File: config.mk
export PLATFORM = sky130hd
export DESIGN_NAME = ptsd_ratio_root
export DESIGN_NICKNAME = d
export VERILOG_FILES = /design/src/rtl/core/ptsd_pkg.sv /design/src/rtl/core/ptsd_ratio_root.sv
export SDC_FILE = /design/constraint.sdc
export NUM_CORES = 2
export LEC_CHECK = 0
export BUFFER_PORTS_ARGS = -buffer_cell sky130_fd_sc_hd__buf_2
export CAP_MARGIN = 25
export CORE_UTILIZATION = 40
export DETAILED_ROUTE_END_ITERATION = 10
export PLACE_DENSITY_LB_ADDON = 0.05
export SLEW_MARGIN = 40
export SYNTH_ARGS = -nofsm -noshare
export SYNTH_HDL_FRONTEND = slang
export SYNTH_SLANG_ARGS = --single-unit
File: constraint.sdc
create_clock -name clk -period 4.1 [get_ports clk]
set_input_delay 0.615 -clock clk [delete_from_list [all_inputs] [get_ports clk]]
set_output_delay 0.615 -clock clk [all_outputs]
set_load 0.01 [all_outputs]
File: src/rtl/core/ptsd_pkg.sv
// ----------------------------------------------------------------------------
// ptsd_pkg
// Shared types, widths and codes for the point to segment distance unit.
// ----------------------------------------------------------------------------
package ptsd_pkg;

    // Coordinate width; the widths from DIFF_W to RT_W follow from it (range 8 to 16).
    localparam int COORD_BITS = 13;

    localparam int DIFF_W = COORD_BITS + 1;        // signed coordinate difference
    localparam int PW     = 2 * COORD_BITS + 2;    // signed product of two differences
    localparam int SQ_W   = 2 * COORD_BITS + 1;    // unsigned sum of two squares
    localparam int S_W    = PW + 1;                // signed line equation value
    localparam int N_W    = 3 * COORD_BITS + 4;    // signed foot numerator
    localparam int LO_W   = 3 * COORD_BITS + 1;    // x bound times squared length
    localparam int P_W    = 2 * COORD_BITS + 1;    // magnitude of line equation value
    localparam int PP_W   = 2 * P_W;               // its square
    localparam int NUM_W  = 4 * COORD_BITS + 4;    // dividend width
    localparam int QW     = 2 * COORD_BITS + 4;    // quotient width (even)
    localparam int ROOT_W = QW / 2;                // square root width
    localparam int RT_W   = ROOT_W + 3;            // square root remainder width

    localparam int          DIST_W   = 14;
    localparam int unsigned DIST_MAX = 16383;

    typedef enum logic [1:0] {
        KIND_COINCIDENT = 2'd0,
        KIND_OUTSIDE    = 2'd1,
        KIND_PERP       = 2'd2
    } kind_t;

    typedef struct packed {
        logic [COORD_BITS-1:0] first_x;
        logic [COORD_BITS-1:0] first_y;
        logic [COORD_BITS-1:0] second_x;
        logic [COORD_BITS-1:0] second_y;
        logic [COORD_BITS-1:0] target_x;
        logic [COORD_BITS-1:0] target_y;
    } item_t;

    typedef struct packed {
        logic [DIST_W-1:0] distance;
        logic [1:0]        case_taken;
    } result_t;

    // Operands handed to the divide and square root pipeline.
    typedef struct packed {
        logic [NUM_W-1:0] num;
        logic [SQ_W-1:0]  dv;
        kind_t            kind;
    } root_in_t;

    typedef struct packed {
        logic [ROOT_W-1:0] root;
        kind_t             kind;
    } root_out_t;

endpackage

File: src/rtl/core/ptsd_ratio_root.sv
// ----------------------------------------------------------------------------
// ptsd_ratio_root
// Pipelined floor(sqrt(floor(num / dv))): one quotient bit per stage of a
// restoring divider, then one root bit per stage of a restoring square root.
// ----------------------------------------------------------------------------
module ptsd_ratio_root (
    input  logic                clk,
    input  logic                rst_n,
    input  logic                en,
    input  logic                in_valid,
    input  ptsd_pkg::root_in_t  in_data,
    output logic                out_valid,
    output ptsd_pkg::root_out_t out_data
);

    localparam int QW     = ptsd_pkg::QW;
    localparam int SQ_W   = ptsd_pkg::SQ_W;
    localparam int NUM_W  = ptsd_pkg::NUM_W;
    localparam int ROOT_W = ptsd_pkg::ROOT_W;
    localparam int RT_W   = ptsd_pkg::RT_W;

    typedef struct packed {
        logic [SQ_W-1:0]     rem;
        logic [QW-1:0]       work;
        logic [SQ_W-1:0]     dv;
        ptsd_pkg::kind_t     kind;
    } div_t;

    typedef struct packed {
        logic [RT_W-1:0]     rem;
        logic [ROOT_W-1:0]   root;
        logic [QW-1:0]       work;
        ptsd_pkg::kind_t     kind;
    } sq_t;

    div_t             div_reg [0:QW];
    div_t             div_next [1:QW];
    logic [QW:0]      div_valid_reg;
    sq_t              sq_cur [0:ROOT_W-1];
    sq_t              sq_reg [1:ROOT_W];
    sq_t              sq_next [1:ROOT_W];
    logic [ROOT_W:1]  sq_valid_reg;

    // The top bits of the dividend are known to be below the divisor, so they
    // seed the partial remainder directly.
    always_ff @(posedge clk)
    begin
        if (en)
        begin
            div_reg[0].rem  <= SQ_W'(in_data.num[NUM_W-1:QW]);
            div_reg[0].work <= in_data.num[QW-1:0];
            div_reg[0].dv   <= in_data.dv;
            div_reg[0].kind <= in_data.kind;
        end
    end

    for (genvar k = 0; k < QW; k++)
    begin : g_div
        logic [SQ_W:0] trial;
        logic          ge;

        always_comb
        begin
            trial = {div_reg[k].rem, div_reg[k].work[QW-1]};
            ge    = (trial >= {1'b0, div_reg[k].dv});
            div_next[k+1].rem  = ge ? SQ_W'(trial - {1'b0, div_reg[k].dv})
                                    : trial[SQ_W-1:0];
            div_next[k+1].work = {div_reg[k].work[QW-2:0], ge};
            div_next[k+1].dv   = div_reg[k].dv;
            div_next[k+1].kind = div_reg[k].kind;
        end

        always_ff @(posedge clk)
        begin
            if (en)
            begin
                div_reg[k+1] <= div_next[k+1];
            end
        end
    end

    always_comb
    begin
        sq_cur[0].rem  = '0;
        sq_cur[0].root = '0;
        sq_cur[0].work = div_reg[QW].work;
        sq_cur[0].kind = div_reg[QW].kind;
    end

    for (genvar j = 1; j < ROOT_W; j++)
    begin : g_cur
        assign sq_cur[j] = sq_reg[j];
    end

    for (genvar j = 0; j < ROOT_W; j++)
    begin : g_sqrt
        logic [RT_W-1:0] rem_t;
        logic [RT_W-1:0] trial;
        logic            ge;

        always_comb
        begin
            rem_t = {sq_cur[j].rem[RT_W-3:0], sq_cur[j].work[QW-1:QW-2]};
            trial = RT_W'({sq_cur[j].root, 2'b01});
            ge    = (rem_t >= trial);
            sq_next[j+1].rem  = ge ? (rem_t - trial) : rem_t;
            sq_next[j+1].root = {sq_cur[j].root[ROOT_W-2:0], ge};
            sq_next[j+1].work = {sq_cur[j].work[QW-3:0], 2'b00};
            sq_next[j+1].kind = sq_cur[j].kind;
        end

        always_ff @(posedge clk)
        begin
            if (en)
            begin
                sq_reg[j+1] <= sq_next[j+1];
            end
        end
    end

    always_ff @(posedge clk or negedge rst_n)
    begin
        if (!rst_n)
        begin
            div_valid_reg <= '0;
            sq_valid_reg  <= '0;
        end
        else if (en)
        begin
            div_valid_reg <= {div_valid_reg[QW-1:0], in_valid};
            sq_valid_reg  <= {sq_valid_reg[ROOT_W-1:1], div_valid_reg[QW]};
        end
    end

    assign out_valid     = sq_valid_reg[ROOT_W];
    assign out_data.root = sq_reg[ROOT_W].root;
    assign out_data.kind = sq_reg[ROOT_W].kind;

endmodule

== After elaboration in Yosys (flattened, before gate mapping) ==
Memories as Yosys holds them, arrays and structs flattened.
Cells that the tools add are included.
Operators by class
  order comparisons: 45
  $add $sub $neg: 45
  multiplexer cells: 47
Operator list (number)
  28-bit by 27-bit greater-or-equal comparator with 1-bit output: 30
  27-bit 2-to-1 mux: 30
  27-bit subtractor: 30
  18-bit 2-to-1 mux: 15
  18-bit by 17-bit greater-or-equal comparator with 1-bit output: 14
  18-bit by 17-bit subtractor with 18-bit output: 14
  2-bit by 1-bit subtractor with 3-bit output, second input constant: 1
  2-bit by 1-bit greater-or-equal comparator with 1-bit output, second input constant: 1
  1-bit 2-to-1 mux: 2
Storage, ports and cells
  register bits after elaboration: 46
  input port bits: 89
  logic and storage cells: 141
  memories: 2
  memory bits (writable): 3611
Memory list
  div_reg: depth 31, width 86, read ports 31, clocked after Yosys merged registers in 0, wr ports 31, RTL line ptsd_ratio_root.sv:36  | div_t div_reg [0:QW];
  sq_reg: depth 15, width 63, read ports 15, clocked after Yosys merged registers in 0, wr ports 15, RTL line ptsd_ratio_root.sv:40  | sq_t sq_reg [1:ROOT_W];

== Logic depth before layout (Yosys ltp) ==
An unclocked memory read counts as a cell.
  depth in word-level cells: 3
  depth in mapped cells: 15
  mapped depth without buffers: 13

== Worst setup path before layout ==
No wires, ideal clock.
  path kind: register to register
  from: memory div_reg[4][2] (netlist bit)
  to: memory div_reg[4][164] (netlist bit), data pin
  path buffers: 1
  stages on the path, launching flop included: 14
  arrival: 3.186 ns
  clock period less this slack: 3.446 ns
  library setup time: 0.260 ns
  path slack: 0.654 ns
  data required time: 3.840 ns
  cells stage by stage: edfxtp_1 ha_1 fa_1 and2b_1 o2111ai_1 a31oi_2 o21ai_1 o41a_1 o21ai_1 o21ai_0 nand2b_1 a31oi_4 buf_2 mux2_2
RTL lines (RTL line)
  start, declared: ptsd_ratio_root.sv:36

==> results.toml <==
[status]
status = "complete, no violations"

[floorplan]
die_y_um = 625
rows = 228
start_util = 0.402
core_area_mm2 = 0.386
dieArea_mm2 = 0.391
ios = 107
die_w_um = 625

[setup_path]
r2r-end = "div_reg[6][65]"
cp-start-kind = "flop"
cp_top_family = "compound AO/OA/AOI/OAI gates"
crit_required_ns = 4.77
rr_worst_depth = 12
max_stage_delay_ns = 0.42
reg2reg_setup_slack_ns = 0.21
worstSetupPathType = "flop to flop"
r2r_start = "div_reg[5][262]"
cp-end-kind = "flop"
worst-path-max-fanout = 40
path_cells = "inv_1, ha_1, nor2b_1, o31a_1, o2111ai_1, nand3_1, a41oi_1, o21ai_1, a31oi_1, a221o_1, buf_12, mux2_2"
cpMaxStageDelayCell = "a41oi_1"
crit_buf_inv = 2
arrival_ns = 4.56

[synth]
synth_seq_cells = 3225
synth.avg_cell_area_um2 = 12.8
synthesis.area_mm2 = 0.155
synth_edf_count = 3179
synth_top_flop_cell = "edfxtp_1"
ys_seq_area_frac = 0.622
yosys_warnings = 0
synth_cells = 12100
synth_nets = 13200
synthDistinctLibCells = 99
ys_async_sr_fraction = 0.0143

[power]
ir_drop_v = 0.000364
power_density_mw_per_mm2 = 741
total_power_mw = 131
leakage_nw = 69.5

[global_route]
antenna_found_initial = 7
grt_max_degree = 138
track_usage = 0.173
grt.overflow.total = 0
grt_pass1_vias = 92400
grt_pass1_wl_mm = 535

[final_layout]
largest_register_ffs = 2611
area_delta_synth_final_pct = 13.7
fin_cells = 18200
fin_util = 0.457
drive_gt1_frac = 0.0979
nets = 13800
fin_area_mm2 = 0.177

[route]
first_iter_violations = 6511
vias = 93400
vias_per_cell = 5.14
drc = 0
ant_nets = 0
drtPass1Iterations = 7
routed_wl_mm = 344
wire_per_inst_um = 18.9

[clocking]
h-tree-depth = 5
cts_inserted_buffers = 365
clkTransAtPathRegs_ns = 0.06
clock_latency_ns = 0.97
clock_path_buffers = 4
root_buffer = "clkbuf_16"
cts_tree = "done"
cts_sinks = 3225

[timing]
period_needed_ns = 3.89
final_max_slew_viol_count = 0
timing.fmax_mhz = 257
tns_ns = 0
worstMarginPinSlew_ns = 0.809
finClkSkew_ns = 0.0384
final-hold-violation-count = 0
timing.final.ws_setup_ns = 0.210
relSlewSlack = 0.454
period_share = 0.949
hold-worst-slack_ns = 0.131
rsz0062_at_grt = "false"
setup_violations = 0

[place]
portBuffers = 106
place_hpwl_mm = 252
gp_congestion = 0.871
placed_cells = 17400
postPlaceCellArea_mm2 = 0.164
dpl_worst_slack_ns = 0.206

[hold_path]
hold_depth = 1
hold_path.class = "input port to flop"
holdPathEnd = "div_reg[0][47]"
hp-start = "en"

[job]
drv_cap = 0
kinds of logic (layout without fill, tap and decap cells):
group | Yosys count | in the layout | synth area share
flip-flops | 3225 | 3225 | 0.622
AO/OA/AOI/OAI | 2880 | 2881 | 0.117
AND/OR/NAND/NOR | 2504 | 2504 | 0.0771
buffers and inverters | 1427 | 2267 | 0.0350
adder cells (fa/ha/maj) | 974 | 974 | 0.0799
XOR/XNOR | 788 | 788 | 0.0444
multiplexers | 348 | 348 | 0.0250
other | 1 | 5 | 0.0000241
placed cells by master (no fill, tap or decap), types with 84 or more instances in the layout:
master | netlist | layout
nand2_1 | 756 | 756
inv_1 | 1183 | 1183
a21oi_1 | 847 | 845
buf_2 | 37 | 104
nor2b_1 | 144 | 144
xor2_1 | 311 | 311
ha_1 | 945 | 945
o21a_1 | 157 | 157
edfxtp_1 | 3179 | 3179
nand3_1 | 186 | 185
o21bai_1 | 84 | 84
a21o_1 | 412 | 412
o21ai_0 | 738 | 738
xnor2_1 | 477 | 477
nor3_1 | 172 | 172
nor2_1 | 627 | 627
mux2_2 | 313 | 313
dlygate4sd3_1 | 0 | 87
nand4_1 | 126 | 126
clkbuf_16 | 0 | 369
nand2b_1 | 137 | 137
buf_4 | 5 | 167
final cells by class:
type                            count  area, um2
Timing Repair Buffer              418       3850
Multi-Input combinational cell   7496      53400
Sequential cell                  3225      96600
Inverter                         1185       4450
Fill cell                       34500     209000
Antenna cell                        4       10.0
Tap cell                         5175       6470
Clock buffer                      453       9570
Clock inverter                    211       2180
where the power goes:
part | total, mW | internal [mW] | leakage, nW | switching, mW
clock | 32.1 | 18.7 | 5.68 | 13.4
combinational | 48.7 | 21.7 | 32.3 | 27.0
sequential | 50.0 | 45.7 | 31.6 | 4.28
cell usage after synthesis, drive strengths merged, types with 51 or more instances:
cell    instances  area share
a211oi         71      0.0035
a21o          412       0.020
a21oi         850       0.027
a31oi          83      0.0036
and3           72      0.0029
buf            51      0.0017
clkbuf        191      0.0046
edfxtp       3179        0.61
ha            945       0.076
inv          1184       0.029
mux2          317       0.023
nand2         756       0.018
nand2b        137      0.0055
nand3         186      0.0060
nand4         126      0.0051
nor2          627       0.015
nor2b         145      0.0059
nor3          172      0.0055
nor4           57      0.0023
o21a          157      0.0076
o21ai         758       0.025
o21bai         84      0.0041
o31ai          79      0.0038
or3            53      0.0021
xnor2         477       0.027
xor2          311       0.018
timing repair:
action / 4_1_cts / 5_1_grt
setup endpoints to repair: 0 / 22
endpoints found under the hold margin: 132 / 0
hold buffers: 87 / 0
setup buffers: 0 / 5
gates resized for setup: 0 / 2
routing by layer:
layer	up-vias	GRT usage	share of wire
met2	1713	0.291	0.48
met5	-	0	0
met3	491	0.0256	0.042
met1	45100	0.233	0.45
met4	0	0.0458	0.025
li1	46000	-	-
how the worst max path moves through the flow:
stage	from	endpoint	cells past startpoint
6_report	div_reg[5][262]	div_reg[6][65]	12
5_1_grt	div_reg[1][73]	div_reg[1][149]	12
4_1_cts	div_reg[2][144]	div_reg[2][252]	12
3_5_place_dp	div_reg[2][144]	div_reg[2][244]	12
3_3_place_gp	div_reg[1][73]	div_reg[1][151]	12
2_1_floorplan	div_reg[4][2]	div_reg[4][164]	13
worst register-to-register path: cells and delay by family (launching register included):
| family | cells | cell delay, ns |
|---|---|---|
| compound gates | 6 | 1.96 |
| fa+ha+maj | 1 | 0.35 |
| buf+inv | 2 | 0.26 |
| flops | 1 | 0.36 |
| mux | 1 | 0.38 |
| simple gates | 2 | 0.32 |
No activity file was read; power rests on OpenSTA's default activity.
